--- config.mk ---
export PLATFORM = sky130hd
export DESIGN_NAME = barrier_gate_sequencer
export DESIGN_NICKNAME = d
export VERILOG_FILES = /design/src/bgs_pkg.sv /design/src/barrier_gate_sequencer.sv /design/src/bgs_divider.sv
export SDC_FILE = /design/constraint.sdc
export NUM_CORES = 2
export LEC_CHECK = 0
export BUFFER_PORTS_ARGS = -buffer_cell sky130_fd_sc_hd__buf_2
export CAP_MARGIN = 25
export CORE_UTILIZATION = 43
export CTS_CLUSTER_DIAMETER = 120
export CTS_CLUSTER_SIZE = 24
export DETAILED_ROUTE_END_ITERATION = 16
export GPL_TIMING_DRIVEN = 0
export MAX_ROUTING_LAYER = met4
export PLACE_DENSITY_LB_ADDON = 0.08
export SYNTH_ARGS = -nofsm -noshare
export SYNTH_HDL_FRONTEND = slang
export SYNTH_SLANG_ARGS = --single-unit
--- constraint.sdc ---
create_clock -name clk -period 22.9 [get_ports clk]
set_input_delay 3.435 -clock clk [delete_from_list [all_inputs] [get_ports clk]]
set_output_delay 3.435 -clock clk [all_outputs]
set_load 0.05 [all_outputs]
--- src/bgs_pkg.sv ---
// Barrier gate sequencer: shared widths, reset values, codes and the divider interface types.
// No dependencies; imported by bgs_divider and barrier_gate_sequencer.
`timescale 1ns / 1ps

package bgs_pkg;

  localparam int POS_BITS   = 16;
  localparam int CNT_W      = 16;
  localparam int PULSE_W    = 12;
  localparam int CFG_IDX_W  = 3;
  localparam int CFG_DATA_W = 16;
  localparam int T_W        = CNT_W + 3;
  localparam int DIV_NUM_W  = CNT_W + POS_BITS;
  localparam int DIV_CNT_W  = $clog2(DIV_NUM_W);
  localparam int PROD_W     = PULSE_W + POS_BITS;

  localparam logic [POS_BITS-1:0] POS_FULL = '1;
  localparam logic [CNT_W-1:0]    CNT_MAX  = '1;

  localparam logic [CFG_IDX_W-1:0] CFG_ON_DELAY   = 3'd0;
  localparam logic [CFG_IDX_W-1:0] CFG_YELLOW     = 3'd1;
  localparam logic [CFG_IDX_W-1:0] CFG_GATE_DELAY = 3'd2;
  localparam logic [CFG_IDX_W-1:0] CFG_TRAVEL     = 3'd3;
  localparam logic [CFG_IDX_W-1:0] CFG_SLEW       = 3'd4;
  localparam logic [CFG_IDX_W-1:0] CFG_VERT_US    = 3'd5;
  localparam logic [CFG_IDX_W-1:0] CFG_HORIZ_US   = 3'd6;

  localparam int RST_TRAVEL_INT = 500;
  localparam int FULL_INT       = (1 << POS_BITS) - 1;

  localparam logic [CNT_W-1:0]    RST_ON_DELAY   = 16'd25;
  localparam logic [CNT_W-1:0]    RST_YELLOW     = 16'd25;
  localparam logic [CNT_W-1:0]    RST_GATE_DELAY = 16'd50;
  localparam logic [CNT_W-1:0]    RST_TRAVEL     = CNT_W'(RST_TRAVEL_INT);
  localparam logic [POS_BITS-1:0] RST_SLEW       = 16'd131;
  localparam logic [PULSE_W-1:0]  RST_VERT_US    = 12'd2050;
  localparam logic [PULSE_W-1:0]  RST_HORIZ_US   = 12'd1050;
  localparam logic [POS_BITS-1:0] RST_STEP_Q     = POS_BITS'(FULL_INT / RST_TRAVEL_INT);
  localparam logic [CNT_W-1:0]    RST_STEP_R     = CNT_W'(FULL_INT % RST_TRAVEL_INT);

  typedef enum logic [2:0] {
    PH_IDLE       = 3'd0,
    PH_YELLOW     = 3'd1,
    PH_RED_WAIT   = 3'd2,
    PH_LOWERING   = 3'd3,
    PH_LOWERED    = 3'd4,
    PH_SWITCH_OFF = 3'd5
  } phase_t;

  typedef struct packed {
    logic                 start;
    logic [DIV_NUM_W-1:0] num;
    logic [CNT_W-1:0]     den;
  } div_req_t;

  typedef struct packed {
    logic                 done;
    logic [DIV_NUM_W-1:0] quo;
    logic [CNT_W-1:0]     rem;
  } div_rsp_t;

endpackage

--- src/barrier_gate_sequencer.sv ---
// Barrier gate sequencer top level: tick pipeline, configuration registers, ramp set-up.
// Depends on bgs_pkg and bgs_divider.
`timescale 1ns / 1ps
//
// Usage:
//   in_*  : one transaction per control tick, carrying the switch level.
//   out_* : one transaction per tick: lamps, servo pulse width, barrier position, phase.
//   cfg_* : register writes (index 0..6, higher indexes ignored), only while idle.
// Pipeline: a tick is held in an input register, then its result is registered and
//   out_valid rises. Throughput is one tick per cycle unless out_stall or a set-up holds it.
// Ramp: the lowering target is tracked incrementally as quotient and remainder of
//   k * full_scale / travel_ticks. A write to any of registers 0..3 starts two
//   divisions on the shared divider, step then accumulator; cfg_ready and
//   in_stall hold off further transactions until they finish.
// Reset (synchronous, rst_n low): registers take their default values, count and
//   position clear, both channels empty; no set-up pass is needed.
// Stall: if out_stall holds a result, one further tick is taken into the input
//   register, after which in_stall rises until the result is taken.
//

module barrier_gate_sequencer
  import bgs_pkg::*;
(
  input  logic                  clk,
  input  logic                  rst_n,
  input  logic                  in_valid,
  output logic                  in_stall,
  input  logic                  in_switch_on,
  output logic                  out_valid,
  input  logic                  out_stall,
  output logic                  out_yellow_lamp,
  output logic                  out_red_lamp,
  output logic [PULSE_W-1:0]    out_pulse_width_us,
  output logic [POS_BITS-1:0]   out_barrier_position,
  output logic [2:0]            out_phase,
  input  logic                  cfg_valid,
  output logic                  cfg_ready,
  input  logic [CFG_IDX_W-1:0]  cfg_index,
  input  logic [CFG_DATA_W-1:0] cfg_data
);

  typedef enum logic [4:0] {
    ST_IDLE     = 5'b00001,
    ST_STEP_GO  = 5'b00010,
    ST_STEP_RUN = 5'b00100,
    ST_ACC_GO   = 5'b01000,
    ST_ACC_RUN  = 5'b10000
  } ctl_state_t;

  ctl_state_t state_r, state_nxt;

  logic [CNT_W-1:0]    on_delay_r, yellow_r, gate_delay_r, travel_r;
  logic [POS_BITS-1:0] slew_r;
  logic [PULSE_W-1:0]  vert_us_r, horiz_us_r;

  logic [POS_BITS-1:0] step_q_r;
  logic [CNT_W-1:0]    step_r_r;
  logic [POS_BITS-1:0] acc_q_r, acc_q_nxt;
  logic [CNT_W-1:0]    acc_r_r, acc_r_nxt;
  logic [DIV_NUM_W-1:0] num_r;

  logic [CNT_W-1:0]    elapsed_r, elapsed_nxt;
  logic [POS_BITS-1:0] pos_r, pos_nxt;

  logic a_valid_r, a_switch_r;
  logic out_valid_r;
  logic yellow_nxt, red_nxt;
  phase_t phase_nxt;
  logic [PULSE_W-1:0] pulse_nxt;
  logic yellow_lamp_r, red_r;
  logic [PULSE_W-1:0] pulse_r;
  logic [POS_BITS-1:0] pos_out_r;
  phase_t phase_r;

  logic busy, cfg_wr, in_acc, adv;
  div_req_t div_req;
  div_rsp_t div_rsp;

  // Thresholds
  logic [T_W-1:0] t1, t2, t3, t4, e_ext;
  logic           inc;

  assign t1 = T_W'(on_delay_r);
  assign t2 = t1 + T_W'(yellow_r);
  assign t3 = t2 + T_W'(gate_delay_r);
  assign t4 = t3 + T_W'(travel_r);

  // Handshakes
  assign busy      = state_r != ST_IDLE;
  assign cfg_ready = !busy;
  assign cfg_wr    = cfg_valid && cfg_ready;
  assign adv       = a_valid_r && (!out_valid_r || !out_stall);
  assign in_stall  = busy || (a_valid_r && !adv);
  assign in_acc    = in_valid && !in_stall;

  always_ff @(posedge clk) begin
    if (!rst_n) begin
      on_delay_r   <= RST_ON_DELAY;
      yellow_r     <= RST_YELLOW;
      gate_delay_r <= RST_GATE_DELAY;
      travel_r     <= RST_TRAVEL;
      slew_r       <= RST_SLEW;
      vert_us_r    <= RST_VERT_US;
      horiz_us_r   <= RST_HORIZ_US;
    end else if (cfg_wr) begin
      unique case (cfg_index)
        CFG_ON_DELAY:   on_delay_r   <= cfg_data[CNT_W-1:0];
        CFG_YELLOW:     yellow_r     <= cfg_data[CNT_W-1:0];
        CFG_GATE_DELAY: gate_delay_r <= cfg_data[CNT_W-1:0];
        CFG_TRAVEL:     travel_r     <= cfg_data[CNT_W-1:0];
        CFG_SLEW:       slew_r       <= cfg_data[POS_BITS-1:0];
        CFG_VERT_US:    vert_us_r    <= cfg_data[PULSE_W-1:0];
        CFG_HORIZ_US:   horiz_us_r   <= cfg_data[PULSE_W-1:0];
        default: ;
      endcase
    end
  end

  // Ramp set-up sequencer
  logic [CNT_W-1:0]     k_now;
  logic [DIV_NUM_W-1:0] k_full;

  always_comb begin
    k_now  = (T_W'(elapsed_r) >= t3) ? elapsed_r - t3[CNT_W-1:0] : '0;
    k_full = {k_now, POS_BITS'(0)} - DIV_NUM_W'(k_now);
  end

  always_comb begin
    state_nxt = state_r;
    unique case (state_r)
      ST_IDLE: begin
        if (cfg_wr && cfg_index <= CFG_TRAVEL) state_nxt = ST_STEP_GO;
      end
      ST_STEP_GO:  state_nxt = ST_STEP_RUN;
      ST_STEP_RUN: begin
        if (div_rsp.done) state_nxt = ST_ACC_GO;
      end
      ST_ACC_GO:   state_nxt = ST_ACC_RUN;
      ST_ACC_RUN: begin
        if (div_rsp.done) state_nxt = ST_IDLE;
      end
      default:     state_nxt = ST_IDLE;
    endcase
  end

  always_ff @(posedge clk) begin
    if (!rst_n) state_r <= ST_IDLE;
    else        state_r <= state_nxt;
  end

  always_comb begin
    div_req.start = (state_r == ST_STEP_GO) || (state_r == ST_ACC_GO);
    div_req.num   = (state_r == ST_STEP_GO) ? DIV_NUM_W'(POS_FULL) : num_r;
    div_req.den   = travel_r;
  end

  bgs_divider u_div (
    .clk  (clk),
    .rst_n(rst_n),
    .req  (div_req),
    .rsp  (div_rsp)
  );

  always_ff @(posedge clk) begin
    if (state_r == ST_STEP_RUN && div_rsp.done) num_r <= k_full;
  end

  // Tick datapath
  logic                on;
  logic [POS_BITS-1:0] target;
  logic [POS_BITS:0]   q_sum, slew_sum;
  logic [CNT_W:0]      r_sum;
  logic                wrap;
  logic [PULSE_W-1:0]  mag;
  logic [PROD_W-1:0]   prod;
  logic [PROD_W:0]     prod_dn;
  logic [PULSE_W:0]    down;

  always_comb begin
    on          = a_switch_r;
    inc         = on && (elapsed_r != CNT_MAX);
    elapsed_nxt = !on ? '0 : (inc ? elapsed_r + 1'b1 : elapsed_r);
    e_ext       = T_W'(elapsed_nxt);

    r_sum = {1'b0, acc_r_r} + {1'b0, step_r_r};
    wrap  = r_sum >= {1'b0, travel_r};
    q_sum = {1'b0, acc_q_r} + {1'b0, step_q_r} + (POS_BITS + 1)'(wrap);

    acc_q_nxt = acc_q_r;
    acc_r_nxt = acc_r_r;
    if (!on) begin
      acc_q_nxt = '0;
      acc_r_nxt = '0;
    end else if (inc) begin
      if (e_ext <= t3) begin
        acc_q_nxt = '0;
        acc_r_nxt = '0;
      end else if (e_ext < t4) begin
        acc_q_nxt = q_sum[POS_BITS-1:0];
        acc_r_nxt = wrap ? CNT_W'(r_sum - {1'b0, travel_r}) : r_sum[CNT_W-1:0];
      end
    end

    yellow_nxt = 1'b0;
    red_nxt    = 1'b0;
    target     = '0;
    if (!on) begin
      phase_nxt = PH_SWITCH_OFF;
      red_nxt   = pos_r != '0;
    end else if (e_ext < t1) begin
      phase_nxt = PH_IDLE;
    end else if (e_ext < t2) begin
      phase_nxt  = PH_YELLOW;
      yellow_nxt = 1'b1;
    end else if (e_ext < t3) begin
      phase_nxt = PH_RED_WAIT;
      red_nxt   = 1'b1;
    end else if (e_ext < t4) begin
      phase_nxt = PH_LOWERING;
      red_nxt   = 1'b1;
      target    = acc_q_nxt;
    end else begin
      phase_nxt = PH_LOWERED;
      red_nxt   = 1'b1;
      target    = POS_FULL;
    end

    slew_sum = {1'b0, pos_r} + {1'b0, slew_r};
    if (pos_r < target) begin
      pos_nxt = (slew_sum > {1'b0, target}) ? target : slew_sum[POS_BITS-1:0];
    end else if (pos_r > target) begin
      pos_nxt = (pos_r - target < slew_r) ? target : pos_r - slew_r;
    end else begin
      pos_nxt = pos_r;
    end

    mag     = (horiz_us_r >= vert_us_r) ? horiz_us_r - vert_us_r : vert_us_r - horiz_us_r;
    prod    = PROD_W'(mag) * PROD_W'(pos_nxt);
    prod_dn = {1'b0, prod} + (PROD_W + 1)'(POS_FULL);
    down    = prod_dn[PROD_W:POS_BITS];
    if (horiz_us_r >= vert_us_r) begin
      pulse_nxt = vert_us_r + prod[PROD_W-1:POS_BITS];
    end else if (down > {1'b0, vert_us_r}) begin
      pulse_nxt = '0;
    end else begin
      pulse_nxt = vert_us_r - down[PULSE_W-1:0];
    end
  end

  // State and pipeline control
  always_ff @(posedge clk) begin
    if (!rst_n) begin
      a_valid_r   <= 1'b0;
      out_valid_r <= 1'b0;
      elapsed_r   <= '0;
      pos_r       <= '0;
      acc_q_r     <= '0;
      acc_r_r     <= '0;
      step_q_r    <= RST_STEP_Q;
      step_r_r    <= RST_STEP_R;
    end else begin
      if (in_acc)   a_valid_r <= 1'b1;
      else if (adv) a_valid_r <= 1'b0;

      if (adv)             out_valid_r <= 1'b1;
      else if (!out_stall) out_valid_r <= 1'b0;

      if (adv) begin
        elapsed_r <= elapsed_nxt;
        pos_r     <= pos_nxt;
        acc_q_r   <= acc_q_nxt;
        acc_r_r   <= acc_r_nxt;
      end else if (state_r == ST_ACC_RUN && div_rsp.done) begin
        acc_q_r <= div_rsp.quo[POS_BITS-1:0];
        acc_r_r <= div_rsp.rem;
      end

      if (state_r == ST_STEP_RUN && div_rsp.done) begin
        step_q_r <= div_rsp.quo[POS_BITS-1:0];
        step_r_r <= div_rsp.rem;
      end
    end
  end

  always_ff @(posedge clk) begin
    if (in_acc) a_switch_r <= in_switch_on;
    if (adv) begin
      yellow_lamp_r <= yellow_nxt;
      red_r         <= red_nxt;
      pulse_r       <= pulse_nxt;
      pos_out_r     <= pos_nxt;
      phase_r       <= phase_nxt;
    end
  end

  assign out_valid            = out_valid_r;
  assign out_yellow_lamp      = yellow_lamp_r;
  assign out_red_lamp         = red_r;
  assign out_pulse_width_us   = pulse_r;
  assign out_barrier_position = pos_out_r;
  assign out_phase            = phase_r;

endmodule

--- src/bgs_divider.sv ---
// Restoring divider, one quotient bit per cycle, for the ramp step and ramp accumulator.
// Depends on bgs_pkg.
`timescale 1ns / 1ps

module bgs_divider
  import bgs_pkg::*;
(
  input  logic     clk,
  input  logic     rst_n,
  input  div_req_t req,
  output div_rsp_t rsp
);

  localparam logic [DIV_CNT_W-1:0] CNT_LAST = DIV_CNT_W'(DIV_NUM_W - 1);

  logic                 run_r, run_nxt;
  logic                 done_r, done_nxt;
  logic [DIV_CNT_W-1:0] cnt_r;
  logic [DIV_NUM_W-1:0] quo_r;
  logic [CNT_W-1:0]     rem_r;
  logic [CNT_W-1:0]     den_r;

  logic [CNT_W:0]       trial;
  logic                 ge;
  logic [CNT_W:0]       diff;

  always_comb begin
    trial = {rem_r, quo_r[DIV_NUM_W-1]};
    ge    = trial >= {1'b0, den_r};
    diff  = trial - {1'b0, den_r};
  end

  always_comb begin
    run_nxt  = run_r;
    done_nxt = 1'b0;
    if (req.start) begin
      run_nxt = 1'b1;
    end else if (run_r && cnt_r == CNT_LAST) begin
      run_nxt  = 1'b0;
      done_nxt = 1'b1;
    end
  end

  always_ff @(posedge clk) begin
    if (!rst_n) begin
      run_r  <= 1'b0;
      done_r <= 1'b0;
    end else begin
      run_r  <= run_nxt;
      done_r <= done_nxt;
    end
  end

  always_ff @(posedge clk) begin
    if (req.start) begin
      cnt_r <= '0;
      quo_r <= req.num;
      rem_r <= '0;
      den_r <= req.den;
    end else if (run_r) begin
      cnt_r <= cnt_r + 1'b1;
      quo_r <= {quo_r[DIV_NUM_W-2:0], ge};
      rem_r <= ge ? diff[CNT_W-1:0] : trial[CNT_W-1:0];
    end
  end

  assign rsp.done = done_r;
  assign rsp.quo  = quo_r;
  assign rsp.rem  = rem_r;

endmodule
# [Word-level counts from Yosys, hierarchy flattened]
# Index checks and enable logic that the tools add are counted.
[word_totals] ff_bits=344 input_bits=25 output_inout_bits=36 word_cells=174
[classes] n_addsub=20 n_mul=1 order_cmp=15 n_eq_ne=20 muxes=51 bitwise_logic=2 reduce_logical=35
[ops] operator="16-bit 2-to-1 mux" n=26
[ops] operator="32-bit 2-to-1 mux" n=3
[ops] operator="16-bit subtractor" n=5
[ops] operator="16-bit by 16-bit adder with 17-bit output" n=3
[ops] operator="16-bit < comparator" n=3
[ops] operator="12-bit 2-to-1 mux" n=3
[ops] operator="12-bit subtractor" n=3
[ops] operator="17-bit by 16-bit >= comparator with 1-bit output" n=2
[ops] operator="32-bit by 16-bit subtractor with 32-bit output" n=1
[ops] operator="28-bit by 16-bit adder with 29-bit output (second input constant)" n=1
[ops] operator="12-bit by 16-bit multiplier with 28-bit output" n=1
[ops] operator="5-bit one-hot mux with 5 select lines" n=1
[ops] operator="18-bit by 16-bit adder with 19-bit output" n=1
[ops] operator="16-bit by 19-bit < comparator with 1-bit output" n=1
[ops] operator="17-bit by 16-bit adder with 18-bit output" n=1
[ops] operator="16-bit by 18-bit >= comparator with 1-bit output" n=1
[ops] operator="16-bit by 18-bit <= comparator with 1-bit output" n=1
[ops] operator="16-bit by 18-bit < comparator with 1-bit output" n=1
[ops] operator="17-bit by 16-bit greater-than comparator with 1-bit output" n=1
[ops] operator="16-bit by 17-bit < comparator with 1-bit output" n=1
[ops] operator="16-bit by 1-bit adder with 16-bit output" n=1
[ops] operator="16-bit by 1-bit adder with 16-bit output (second input constant)" n=1
[ops] operator="16-bit adder" n=1
[ops] operator="16-bit greater-than comparator" n=1
[ops] operator="other kinds (33)" n=80

# [Logic depth before layout (Yosys ltp)]
[depth] word_depth=24 ltp_mapped=95 mapped_depth_nobuf=93

# [By module]
# From an unflattened synthesis, not the netlist that was laid out.
[hier_totals] hier_cells=4126 area_unflattened_um2=34698.3
[by_module_without_submodules] mod="barrier_gate_sequencer" instances=1 cells_per_inst=3802 area_each_um2=31008.5 seq_area_each_um2=6125.9
[by_module_without_submodules] mod="bgs_divider" instances=1 cells_per_inst=324 area_each_um2=3689.8 seq_area_each_um2=1901.8

# [Worst setup path before layout]
# No wires, ideal clock.
[synth_timing] path_kind="register -> register" from="register on_delay_r[0]" to="register pulse_r[10] (netlist: out_pulse_width_us[10]) (data pin)" setup_ns=0.176 arrival_time_ns=18.101 t_required_ns=22.724 path_slack_ns=4.623 path_stages_with_launch=89 n_path_buf=2 synth_period_minus_slack_ns=18.277 cell_sequence="dfxtp_1 -> ha_1 -> inv_1 -> fa_1 -> inv_1 -> ha_1 -> a211oi_1 -> nor2_1 -> or2_2 -> or3_1 -> a31o_2 -> and2_1 -> o21a_1 -> o31a_1 -> ha_1 -> or2_2 -> a31oi_1 -> a21oi_1 -> [53 not listed] -> o311ai_0 -> and2_1 -> or3_1 -> xor2_1 -> ha_1 -> nor2b_1 -> o21ai_0 -> nand2b_1 -> a21oi_1 -> nor2_1 -> o21ai_0 -> nand2b_1 -> a2111oi_0 -> o21bai_1 -> a21oi_1 -> o21ai_0 -> clkbuf_1 -> o32ai_1"
[synth_via] elab_chain_cells=23 elab_cells_between_ends=33 classes_between="7 x add/sub; 1 x mul; 10 x order compare; 15 x mux"
[synth_lines] element="start, declared" line_no="barrier_gate_sequencer.sv:52" text="logic [CNT_W-1:0] on_delay_r, yellow_r, gate_delay_r, travel_r;"
[synth_lines] element="start signal, assigned" line_no="barrier_gate_sequencer.sv:107" text="CFG_ON_DELAY: on_delay_r <= cfg_data[CNT_W-1:0];"
[synth_lines] element="16-bit by 16-bit adder with 17-bit output" line_no="barrier_gate_sequencer.sv:84" text="assign t2 = t1 + T_W'(yellow_r);"
[synth_lines] element="17-bit by 16-bit adder with 18-bit output" line_no="barrier_gate_sequencer.sv:85" text="assign t3 = t2 + T_W'(gate_delay_r);"
[synth_lines] element="18-bit by 16-bit adder with 19-bit output" line_no="barrier_gate_sequencer.sv:86" text="assign t4 = t3 + T_W'(travel_r);"
[synth_lines] element="16-bit by 19-bit < comparator with 1-bit output" line_no="barrier_gate_sequencer.sv:198, barrier_gate_sequencer.sv:218"
[synth_lines] element="16-bit 2-to-1 mux" line_no="barrier_gate_sequencer.sv:198" text="end else if (e_ext < t4) begin"
[synth_lines] element="16-bit 2-to-1 mux" line_no="barrier_gate_sequencer.sv:195" text="if (e_ext <= t3) begin"
[synth_lines] element="16-bit 2-to-1 mux" line_no="barrier_gate_sequencer.sv:194" text="end else if (inc) begin"
[synth_lines] element="16-bit 2-to-1 mux" line_no="barrier_gate_sequencer.sv:191" text="if (!on) begin"
[synth_lines] element="[9 not listed]"
[synth_lines] element="16-bit 2-to-1 mux *" line_no="barrier_gate_sequencer.sv:229" text="if (pos_r < target) begin"
[synth_lines] element="named net pos_nxt[10]" line_no="barrier_gate_sequencer.sv:63" text="logic [POS_BITS-1:0] pos_r, pos_nxt;"
[synth_lines] element="12-bit by 16-bit multiplier with 28-bit output *" line_no="barrier_gate_sequencer.sv:238" text="prod = PROD_W'(mag) * PROD_W'(pos_nxt);"
[synth_lines] element="28-bit by 16-bit adder with 29-bit output" line_no="barrier_gate_sequencer.sv:239" text="prod_dn = {1'b0, prod} + (PROD_W + 1)'(POS_FULL);"
[synth_lines] element="12-bit subtractor or 13-bit by 12-bit greater-than comparator with 1-bit output (tied branches)" line_no="barrier_gate_sequencer.sv:246, barrier_gate_sequencer.sv:243"
[synth_lines] element="12-bit 2-to-1 mux" line_no="barrier_gate_sequencer.sv:243" text="end else if (down > {1'b0, vert_us_r}) begin"
[synth_lines] element="12-bit 2-to-1 mux *" line_no="barrier_gate_sequencer.sv:241" text="if (horiz_us_r >= vert_us_r) begin"
[synth_lines] element="named net pulse_nxt[10]" line_no="barrier_gate_sequencer.sv:69" text="logic [PULSE_W-1:0] pulse_nxt;"
[synth_lines] element="end signal, assigned" line_no="barrier_gate_sequencer.sv:290" text="pulse_r <= pulse_nxt;"
[synth_lines] element="end, declared" line_no="barrier_gate_sequencer.sv:71" text="logic [PULSE_W-1:0] pulse_r;"
# The timed path passes the listed nets; every way through them passes the cells marked *.
# A chain may end at the register's enable or synchronous reset.

# [Worst setup path after layout]
[layout_timing] from="register yellow_r[1]" to="register pulse_r[6] (netlist: out_pulse_width_us[6]) (data pin)"
[layout_via] elab_chain_cells=23 elab_cells_between_ends=32 classes_between="7 x add/sub; 1 x mul; 9 x order compare; 15 x mux"
[layout_lines] element="start, declared" line_no="barrier_gate_sequencer.sv:52"
[layout_lines] element="start signal, assigned" line_no="barrier_gate_sequencer.sv:108" text="CFG_YELLOW: yellow_r <= cfg_data[CNT_W-1:0];"
[layout_lines] element="16-bit by 16-bit adder with 17-bit output *" line_no="barrier_gate_sequencer.sv:84"
[layout_lines] element="17-bit by 16-bit adder with 18-bit output" line_no="barrier_gate_sequencer.sv:85"
[layout_lines] element="18-bit by 16-bit adder with 19-bit output" line_no="barrier_gate_sequencer.sv:86"
[layout_lines] element="16-bit by 19-bit < comparator with 1-bit output" line_no="barrier_gate_sequencer.sv:198, barrier_gate_sequencer.sv:218"
[layout_lines] element="16-bit 2-to-1 mux" line_no="barrier_gate_sequencer.sv:198"
[layout_lines] element="16-bit 2-to-1 mux" line_no="barrier_gate_sequencer.sv:195"
[layout_lines] element="16-bit 2-to-1 mux" line_no="barrier_gate_sequencer.sv:194"
[layout_lines] element="16-bit 2-to-1 mux" line_no="barrier_gate_sequencer.sv:191"
[layout_lines] element="[9 not listed]"
[layout_lines] element="16-bit 2-to-1 mux *" line_no="barrier_gate_sequencer.sv:229"
[layout_lines] element="named net pos_nxt[3]" line_no="barrier_gate_sequencer.sv:63"
[layout_lines] element="12-bit by 16-bit multiplier with 28-bit output *" line_no="barrier_gate_sequencer.sv:238"
[layout_lines] element="28-bit by 16-bit adder with 29-bit output" line_no="barrier_gate_sequencer.sv:239"
[layout_lines] element="12-bit subtractor or 13-bit by 12-bit greater-than comparator with 1-bit output (tied branches)" line_no="barrier_gate_sequencer.sv:246, barrier_gate_sequencer.sv:243"
[layout_lines] element="12-bit 2-to-1 mux" line_no="barrier_gate_sequencer.sv:243"
[layout_lines] element="12-bit 2-to-1 mux *" line_no="barrier_gate_sequencer.sv:241"
[layout_lines] element="named net pulse_nxt[6]" line_no="barrier_gate_sequencer.sv:69"
# Marks and branches as above.

==> flow_summary.ini <==
[timing]
setup_viol = 0
maxSlewViolCount = 0
slew_headroom = 0.179
finalHoldViolCount = 0
tightest_slew_ns = 1.22
period_share = 0.943
fin_skew_ns = 0.0581
clock.fmax_ghz = 0.0463
finalCriticalPeriod_ns = 21.60

[synth]
netlist.area_leader.share = 0.149
synth.area.top_cells = ha_1 15%, dfxtp_1 14%, edfxtp_1 10%, fa_1 9.3%, nand2_1 6.6%
ys_ff_latch = 344
yosys_most_used_dff = dfxtp_1
syn_nets = 4657
ys_seq_area_frac = 0.240
syn-cell-area_mm2 = 0.0334
postSynthAreaPerCell_um2 = 8.20
async_flop_share = 0
synth-edff-count = 114
yosys_warnings = 0
synthDistinctLibCells = 88
synth_top_area_cell = ha_1
synthCells = 4078

[finish]
areaGrowthSynthToFinish_pct = 8.30
drive_above_1_share = 0.0529
nNetsFinal = 4764
fillCellCount = 7707
reg_top3 = num_r (32), u_div.quo_r (32)
diodes = 0
multi_input_area_mm2 = 0.0235
final-seq-area_mm2 = 0.00803
instances_no_fill = 5230

[global_route]
antenna_found_initial = 1
met2_usage = 0.479
met3_usage = 0.0218
grt_busiest_layer = met2
grt_use_met1 = 0.394
track_usage = 0.293
grt_pass1_vias = 28000
grt_pass1_wl_um = 172000
grt_overflow = 0
grt_start_max_net_pins = 42

[setup_path]
cp-end-kind = flip-flop
max_stage_delay_ns = 0.56
criticalPathCategory = reg -> reg
startpoint_type = flip-flop
worstPathArrival_ns = 21.99
cp.required_ns = 23.29
cp_max_fo = 10
crit_slowest_cell = nor4b_1

[placement]
gp_congestion = 0.972
port_buffers = 59
post-place-cells = 5181
hpwlAfterDp_um = 90300

[cts]
clock_latency_ns = 0.61
clk_pin_slew_ns = 0.11
cts_tree = done
htree_levels = 1
cts_sinks = 344
numCtsBuffers = 21
cts_buffer_depth = 3
clockRootBuffer = clkbuf_16

[floorplan]
core-area_mm2 = 0.0765
die-area_mm2 = 0.0789
initial_core_util = 0.437
die_w_um = 281
io-pin-count = 61
std_cell_rows = 101
die_h_um = 281

[drt]
postRouteAntennaNets = 0
drcViolationCount = 0
wirelength_um = 113000
route.vias.total = 29400
first_iter_violations = 2344
viasPerCell = 5.62
avgRoutedWirePerCell_um = 21.5
drt_first_pass_iters = 6

[min_path]
hp-class = reg -> reg

[run_status]
status = complete, no violations

[job]
cap_violations = 0
## critical path, delay by kind of cell (launching register included)
family | cells | cell delay, ns
XOR/XNOR | 5 | 0.86
AO/OA/AOI/OAI | 46 | 9.96
adder cells (fa/ha/maj) | 13 | 5.31
flip-flops | 1 | 0.40
buffers and inverters | 6 | 0.87
AND/OR/NAND/NOR | 22 | 3.89
## through the flow
step	setup slack [ns]	util	cell area, um2	TNS, ns	hold WS [ns]
after floorplan	4.62	-	33400	0	0.437
after global placement	-1.20	0.458	35000	-12.54	0.450
after detailed placement	-1.05	0.460	35200	-10.86	0.454
after CTS	0.0314	0.470	36000	0	0.470
after global routing	-0.000695	0.474	36200	-0.000695	0.482
final	1.30	0.474	36200	0	0.467
## final timing paths
path	slack, ns	from	depth (start not counted)	end
max	1.30	yellow_r[1]	92	out_pulse_width_us[6]
min	0.47	gate_delay_r[7]	2	gate_delay_r[7]
max reg2reg	1.30	yellow_r[1]	92	out_pulse_width_us[6]
min reg2reg	0.47	gate_delay_r[7]	2	gate_delay_r[7]
## cells in the mapped netlist (all sizes together), types with 77 or more instances
master / n
nor2: 249
dfxtp: 230
edfxtp: 114
ha: 398
o21ai: 174
inv: 414
nand2: 587
nand3: 101
xor2: 77
clkbuf: 134
xnor2: 136
fa: 156
a21oi: 361
## layer usage
| metal | wire [um] | up-vias |
|---|---|---|
| met2 | 52600 | 701 |
| met3 | 5060 | 134 |
| met1 | 52300 | 14200 |
| li1 | - | 14400 |
| met4 | 2680 | 0 |
| met5 | 0 | - |
## final cells by class
| class | count | area share |
|---|---|---|
| timing repair buffer | 84 | 0.0150 |
| multi-input combinational | 3163 | 0.648 |
| buffer | 154 | 0.0170 |
| tap | 1030 | 0.0356 |
| clock buffer | 30 | 0.0166 |
| sequential | 344 | 0.222 |
| inverter | 417 | 0.0432 |
| clock inverter | 8 | 0.00304 |
## kinds of logic (layout without fill, tap and decap cells)
family | after synthesis | count (layout) | synth area share
XOR/XNOR | 213 | 213 | 0.0558
adder cells (fa/ha/maj) | 554 | 554 | 0.242
AND/OR/NAND/NOR | 1350 | 1350 | 0.188
flip-flops | 344 | 344 | 0.240
AO/OA/AOI/OAI | 969 | 969 | 0.186
buffers and inverters | 571 | 693 | 0.0648
multiplexers | 77 | 77 | 0.0234
## repair_timing
action                     CTS  global route
buffers inserted             0            10
pin swaps                    0             7
resized for setup           13            44
setup endpoints to repair   12            12
hold buffers                 0             0
## layout by cell type (no fill, tap or decap), types with 10 or more instances in the layout
master / instances
a22oi_1: 12
and2_1: 56
a21boi_0: 10
a211o_1: 14
a221oi_1: 15
nand4_1: 41
o211ai_1: 40
a221o_1: 15
o21a_1: 37
a211oi_1: 20
nor2b_1: 56
inv_1: 413
edfxtp_1: 114
nand2b_1: 67
o21ai_0: 169
buf_2: 76
and3_1: 40
dfxtp_1: 230
nand2_1: 587
xor2_1: 75
o21bai_1: 30
clkbuf_16: 23
a31oi_1: 22
mux2_2: 10
clkbuf_1: 135
mux2i_1: 67
xnor2_1: 135
a21oi_1: 359
a31o_2: 15
or3_1: 15
nand3_1: 100
nor2_1: 246
nor3_1: 65
ha_1: 398
fa_1: 156
nor4_1: 16
buf_4: 15
a21o_1: 68
o22ai_1: 13
Power is not shown: default switching activity piles up to over one toggle a cycle in this logic, so the estimate is an artifact.
